### src/rtl/hds_pkg.sv
`timescale 1ns / 1ps
`default_nettype none

package hds_pkg;

    // Row storage geometry.
    localparam int CELLS = 16;
    localparam int IDX_W = (CELLS > 1) ? $clog2(CELLS) : 1;
    localparam int CNT_W = $clog2(CELLS + 1);

    // Field widths.
    localparam int TEMP_W    = 32;
    localparam int COEFF_W   = 24;
    localparam int SWEEP_W   = 20;
    localparam int OUT_IDX_W = 6;

    // Arithmetic widths: l + r - 2m needs two extra bits, the product one more
    // for the unsigned coefficient.
    localparam int FRAC_BITS = 24;
    localparam int DIFF_W    = TEMP_W + 2;
    localparam int PROD_W    = DIFF_W + COEFF_W + 1;
    localparam int SHIFT_W   = PROD_W - FRAC_BITS;
    localparam int SUM_W     = SHIFT_W + 1;

    // Configuration port.
    localparam int CFG_IDX_W  = 1;
    localparam int CFG_DATA_W = 24;
    localparam logic [CFG_IDX_W-1:0] REG_DIFF_COEFF  = 1'b0;
    localparam logic [CFG_IDX_W-1:0] REG_SWEEP_COUNT = 1'b1;
    localparam logic [COEFF_W-1:0] COEFF_RESET = 24'd16777;
    localparam logic [SWEEP_W-1:0] SWEEP_RESET = 20'd20000;

    // Controller states.
    typedef enum logic [2:0] {
        ST_LOAD,
        ST_SWEEP,
        ST_DRAIN,
        ST_OUT,
        ST_FINISH
    } hds_state_t;

    // Commands from the controller to the datapath.
    typedef struct packed {
        logic             load_en;
        logic [IDX_W-1:0] load_addr;
        logic             rd_en;
        logic             rd_out;
        logic [IDX_W-1:0] rd_addr;
        logic             src_sel;
        logic [IDX_W-1:0] last_idx;
    } hds_cmd_t;

    // Status from the datapath to the controller.
    typedef struct packed {
        logic busy;
        logic rd_pending;
        logic out_valid;
        logic out_last;
    } hds_stat_t;

endpackage

`default_nettype wire

### src/rtl/hds_ctrl.sv
`timescale 1ns / 1ps
`default_nettype none

module hds_ctrl (
    input  wire logic                         clk,
    input  wire logic                         rst_n,
    input  wire logic                         in_valid,
    output logic                              in_stall,
    input  wire logic                         last_cell,
    input  wire logic                         result_stall,
    input  wire logic [hds_pkg::SWEEP_W-1:0]  sweep_count,
    input  wire hds_pkg::hds_stat_t           stat,
    output hds_pkg::hds_cmd_t                 cmd
);

    hds_pkg::hds_state_t state_reg, state_next;
    logic [hds_pkg::CNT_W-1:0]   loaded_cnt_reg, loaded_cnt_next;
    logic [hds_pkg::IDX_W-1:0]   last_idx_reg, last_idx_next;
    logic [hds_pkg::IDX_W-1:0]   addr_cnt_reg, addr_cnt_next;
    logic [hds_pkg::SWEEP_W-1:0] sweep_cnt_reg, sweep_cnt_next;
    logic                        src_sel_reg, src_sel_next;

    logic in_accept;
    logic row_full;
    logic out_room;
    logic sweeps_done;

    assign in_accept   = (state_reg == hds_pkg::ST_LOAD) && in_valid;
    assign row_full    = (loaded_cnt_reg == hds_pkg::CNT_W'(hds_pkg::CELLS));
    assign sweeps_done = ((sweep_cnt_reg + hds_pkg::SWEEP_W'(1)) == sweep_count);

    // A result read may start when nothing is in flight and the output register
    // is empty or is being taken in this cycle.
    assign out_room = !stat.rd_pending && (!stat.out_valid || !result_stall);

    // Next state and counter updates.
    always_comb
    begin
        state_next      = state_reg;
        loaded_cnt_next = loaded_cnt_reg;
        last_idx_next   = last_idx_reg;
        addr_cnt_next   = addr_cnt_reg;
        sweep_cnt_next  = sweep_cnt_reg;
        src_sel_next    = src_sel_reg;
        unique case (state_reg)
            hds_pkg::ST_LOAD:
            begin
                if (in_accept)
                begin
                    if (!row_full)
                    begin
                        loaded_cnt_next = loaded_cnt_reg + hds_pkg::CNT_W'(1);
                    end
                    if (last_cell)
                    begin
                        // The closing request fixes the row length.
                        last_idx_next   = row_full ? hds_pkg::IDX_W'(hds_pkg::CELLS - 1)
                                                   : loaded_cnt_reg[hds_pkg::IDX_W-1:0];
                        loaded_cnt_next = '0;
                        addr_cnt_next   = '0;
                        sweep_cnt_next  = '0;
                        state_next      = (sweep_count == '0) ? hds_pkg::ST_OUT
                                                              : hds_pkg::ST_SWEEP;
                    end
                end
            end
            hds_pkg::ST_SWEEP:
            begin
                if (addr_cnt_reg == last_idx_reg)
                begin
                    addr_cnt_next = '0;
                    state_next    = hds_pkg::ST_DRAIN;
                end
                else
                begin
                    addr_cnt_next = addr_cnt_reg + hds_pkg::IDX_W'(1);
                end
            end
            hds_pkg::ST_DRAIN:
            begin
                if (!stat.busy)
                begin
                    src_sel_next = !src_sel_reg;
                    if (sweeps_done)
                    begin
                        sweep_cnt_next = '0;
                        state_next     = hds_pkg::ST_OUT;
                    end
                    else
                    begin
                        sweep_cnt_next = sweep_cnt_reg + hds_pkg::SWEEP_W'(1);
                        state_next     = hds_pkg::ST_SWEEP;
                    end
                end
            end
            hds_pkg::ST_OUT:
            begin
                if (out_room)
                begin
                    if (addr_cnt_reg == last_idx_reg)
                    begin
                        addr_cnt_next = '0;
                        state_next    = hds_pkg::ST_FINISH;
                    end
                    else
                    begin
                        addr_cnt_next = addr_cnt_reg + hds_pkg::IDX_W'(1);
                    end
                end
            end
            hds_pkg::ST_FINISH:
            begin
                if (stat.out_valid && !result_stall && stat.out_last)
                begin
                    src_sel_next = 1'b0;
                    state_next   = hds_pkg::ST_LOAD;
                end
            end
            default:
            begin
                state_next = hds_pkg::ST_LOAD;
            end
        endcase
    end

    // Commands to the datapath.
    always_comb
    begin
        in_stall      = 1'b1;
        cmd.load_en   = 1'b0;
        cmd.load_addr = loaded_cnt_reg[hds_pkg::IDX_W-1:0];
        cmd.rd_en     = 1'b0;
        cmd.rd_out    = 1'b0;
        cmd.rd_addr   = addr_cnt_reg;
        cmd.src_sel   = src_sel_reg;
        cmd.last_idx  = last_idx_reg;
        unique case (state_reg)
            hds_pkg::ST_LOAD:
            begin
                in_stall    = 1'b0;
                cmd.load_en = in_valid && !row_full;
            end
            hds_pkg::ST_SWEEP:
            begin
                cmd.rd_en = 1'b1;
            end
            hds_pkg::ST_OUT:
            begin
                cmd.rd_en  = out_room;
                cmd.rd_out = 1'b1;
            end
            hds_pkg::ST_DRAIN,
            hds_pkg::ST_FINISH:
            begin
                cmd.rd_en = 1'b0;
            end
            default:
            begin
                in_stall = 1'b1;
            end
        endcase
    end

    // State and counter registers.
    always_ff @(posedge clk or negedge rst_n)
    begin
        if (!rst_n)
        begin
            state_reg      <= hds_pkg::ST_LOAD;
            loaded_cnt_reg <= '0;
            last_idx_reg   <= '0;
            addr_cnt_reg   <= '0;
            sweep_cnt_reg  <= '0;
            src_sel_reg    <= 1'b0;
        end
        else
        begin
            state_reg      <= state_next;
            loaded_cnt_reg <= loaded_cnt_next;
            last_idx_reg   <= last_idx_next;
            addr_cnt_reg   <= addr_cnt_next;
            sweep_cnt_reg  <= sweep_cnt_next;
            src_sel_reg    <= src_sel_next;
        end
    end

`ifndef SYNTHESIS
    // The fill count never passes the row capacity.
    a_loaded_bound: assert property (@(posedge clk) disable iff (!rst_n)
        loaded_cnt_reg <= hds_pkg::CNT_W'(hds_pkg::CELLS))
        else $error("loaded count exceeds row capacity");

    // Reads never go past the end of the current row.
    a_read_in_row: assert property (@(posedge clk) disable iff (!rst_n)
        cmd.rd_en |-> (addr_cnt_reg <= last_idx_reg))
        else $error("read address beyond the row");
`endif

endmodule

`default_nettype wire

### config.mk
export PLATFORM = sky130hd
export DESIGN_NAME = hds_ctrl
export DESIGN_NICKNAME = d
export VERILOG_FILES = /design/src/rtl/hds_pkg.sv /design/src/rtl/hds_ctrl.sv
export SDC_FILE = /design/constraint.sdc
export NUM_CORES = 1
export LEC_CHECK = 0
export BUFFER_PORTS_ARGS = -buffer_cell sky130_fd_sc_hd__buf_2
export CAP_MARGIN = 30
export CORE_ASPECT_RATIO = 0.8
export CORE_MARGIN = 4
export CORE_UTILIZATION = 40
export DETAILED_ROUTE_END_ITERATION = 10
export RECOVER_POWER = 25
export SYNTH_ARGS = -nofsm -noshare
export SYNTH_HDL_FRONTEND = slang
export SYNTH_SLANG_ARGS = --single-unit
### constraint.sdc
create_clock -name clk -period 2.45 [get_ports clk]
set_input_delay 0 -clock clk [delete_from_list [all_inputs] [get_ports clk]]
set_output_delay 0 -clock clk [all_outputs]
set_load 0.02 [all_outputs]
==> impl_metrics.toml <==
[yosys]
synth_top_area_cell = "dfrtp_1"
async_reset_ff_share_pct = 100.0
yosysWarnings = 0
synth_ff_type = "dfrtp_1"
syn_avg_cell_area_um2 = 8.319
syn-num-nets = 355
netlist_area_um2 = 2679
synth_seq_cells = 37
syn_inst = 322
synth.distinct_cells = 50
synth_edf_count = 0
synth-seq-area-share_pct = 34.56
synthTopCellsByArea = "dfrtp_1, xnor2_1, xor2_1"
synth_top_cell_area_share_pct = 34.56

[worst_setup_path]
worst-path-buf-inv = 1
cp-start-kind = "flop"
cp_slowest_cell = "or4_4"
reg2reg_to = "sweep_cnt_reg[12]"
cpLargestDelayFamily = "simple AND/OR/NAND/NOR gates"
reg2reg_depth = 8
ff2ff_setup_slack_ns = -0.02
crit_required_ns = 2.62
worstPathMaxFanout = 14
worst-setup-path-type = "flop to flop"
end_kind = "flop"
worst_ep_arrival_time_ns = 2.64
worst-path-stages = 8
r2r_start = "sweep_cnt_reg[1]"
crit_path_start = "sweep_cnt_reg[1]"
slowest_delay_ns = 0.60
path_cells = "nand3_4 -> or3_1 -> a211oi_2 -> nand4_1 -> or4_4 -> nor3_4 -> buf_12 -> nor3_1"
critPathCapture = "sweep_cnt_reg[12]"

[global_routing]
grt_pass1_vias = 2524
grt_start_max_net_pins = 38
grt-ovfl-total = 0
track_usage_pct = 19.40
antenna_found_initial = 0
grt_pass1_wl_um = 12450

[pwr]
clock_power_share_pct = 19.2
p_sw_share_pct = 43.49
share_comb_of_total_power_pct = 43.9
p_seq_share_pct = 36.8
power_leakage_nw = 1.387
p_per_area_nw_per_um2 = 783.8
switchingPower_w = 0.001143
vdd_ir_drop_max_mv = 0.3339
internal_power_w = 0.001485

[cts]
htree_num_levels = 2
clockBufferDepth = 2
cts_tree = "yes"
cts_sinks = 37
cts_buffers = 5
clk_pin_slew_ns = 0.08
worstSkewPairLatency_ns = 0.29
cts-root-buf = "clkbuf_8"

[outcome]
violations = "negative setup slack"
status = "finished, violations left"

[timing]
max_freq_mhz = 405.1
tightest_slew_ns = 0.9830
setup_viol = 11
fin_crit_ns = 2.468
clock_skew_ns = 0.005369
fin_hold_ws_ns = 0.1537
min_period_over_period_pct = 100.7
max_slew_margin_pct = 34.46
rsz0062_at_grt = "yes"
finalMaxSlewViolations = 0
final_hold_viol_count = 0
setup_ws_ns = -0.01834

[route]
wl_per_cell_um = 15.72
vias_per_cell = 5.431
num_vias = 2547
wirelength_um = 7375
first_pass_iters = 4
drc = 0
drt_iter0_drc = 118
ant_nets = 0

[floorplanning]
fp.dieW_um = 99.50
dieArea_um2 = 8079
start_util_pct = 41.59
chipHeight_um = 81.20
coreArea_um2 = 6441
rows = 26
ioPinCount = 46

[run]
max_cap_viol_count = 0

[finish]
nFillCells = 627
final_core_util_pct = 52.06
final_common_cell = "dfrtp_1"
num-nets-final = 417
largest_reg_flops = 20
drive_above_1_share_pct = 25.19
syn2layout_area_growth_pct = 25.18
insertedDiodeCount = 0
final_cell_mix = "dfrtp_1, nor2_1, xnor2_1, buf_2, buf_4"

[place]
hpwl_um = 5654
post-place-ws_ns = -0.1032
portBuffers = 45
place_congestion = 0.8978

[hold_path]
hp-class = "input port to flop"
==> worst min path at each step <==
stage | from | end | slack (ns) | cells past startpoint
after CTS | stat[3] | src_sel_reg | 0.15 | 5
after floorplan | rst_n | addr_cnt_reg[0] | -0.30 | 0
after global routing | stat[0] | state_reg[2] | 0.18 | 3
final | stat[3] | src_sel_reg | 0.15 | 5
after detailed placement | rst_n | loaded_cnt_reg[0] | 0.18 | 1
after global placement | rst_n | loaded_cnt_reg[0] | 0.18 | 1
==> cell families after synthesis <==
| family | after synthesis | share of synthesized area [%] |
|---|---|---|
| and+or+nand+nor | 146 | 28.21 |
| AOI/OAI and AO/OA | 52 | 12.19 |
| xor gates and xnor gates | 47 | 15.37 |
| DFF | 37 | 34.56 |
| buffers and inverters | 31 | 5.792 |
| muxes | 5 | 2.008 |
| adders and majority gates | 4 | 1.868 |
==> tightest hold or removal path, cell delays in order <==
cell	delay (ns)
buf_2	0.08
nand2b_1	0.12
nor3_1	0.05
a21oi_1	0.11
a21oi_1	0.04
==> routing by layer <==
metal  vias up  routed length [µm]  track usage, %
met5         -                   0               0
met4         0                  73           4.638
met3         9                 364           5.236
met2        55                3111           29.83
met1      1218                3825           27.18
li1       1265                   -               -
==> timing repair <==
action | 4_1_cts | 5_1_grt
setup endpoints to repair | 17 | 21
pin swaps | 1 | 5
resized for setup | 3 | 13
buffers inserted | 0 | 2
endpoints found under the hold margin | 39 | 0
hold buffers | 2 | 0
==> through the flow <==
| stage | area, µm² | power (W) | TNS (ns) | cells |
|---|---|---|---|---|
| after floorplan | 2736 | 0.001768 | 0 | 322 |
| after global placement | 3153 | 0.002096 | -1.009 | 457 |
| after CTS | 3292 | 0.002633 | -0.01274 | 467 |
| final | 3353 | 0.002628 | -0.1165 | 469 |
| after global routing | 3353 | 0.002842 | -1.859 | 469 |
| after detailed placement | 3153 | 0.002118 | -1.347 | 457 |
==> final cells by class <==
cell class	instances	area [µm²]	area share [%]
timing repair buffer	79	481.7	14.37
inverter	7	26.28	0.7836
sequential	37	928.4	27.69
clock buffer	7	96.34	2.873
multi-input combinational	254	1707	50.90
clock inverter	1	8.758	0.2612
tap	84	105.1	3.134
==> power groups by stage <==
| stage | sequential (W) | combinational [W] | clock (W) |
|---|---|---|---|
| CTS | 0.000956 | 0.00116 | 0.000513 |
| floorplan | 0.000989 | 0.000779 | 0 |
| global placement | 0.000969 | 0.00113 | 0 |
| detailed placement | 0.000969 | 0.00115 | 0 |
| global route | 0.00100 | 0.00130 | 0.000541 |
| finish | 0.000968 | 0.00115 | 0.000505 |
==> cell usage after synthesis (2+ instances only) <==
cell and count:
o21ai_0 13, a41o_1 2, nor2_1 35, a21oi_1 15, nor4_1 12, and3_1 4
nor3_1 27, mux2_2 3, nand3_2 2, xor2_1 16, xnor2_1 31, o31ai_1 3
clkbuf_1 8, nand3_1 15, and4_1 2, dfrtp_1 37, a31oi_1 4, or3_1 4
mux2i_1 2, nand2b_1 3, ha_1 4, clkbuf_2 3, nand2_1 25, nand4_1 7
nor2b_1 2, a211oi_1 3, buf_2 7, buf_4 5, inv_1 7
Power figures use the tool's default switching activity.
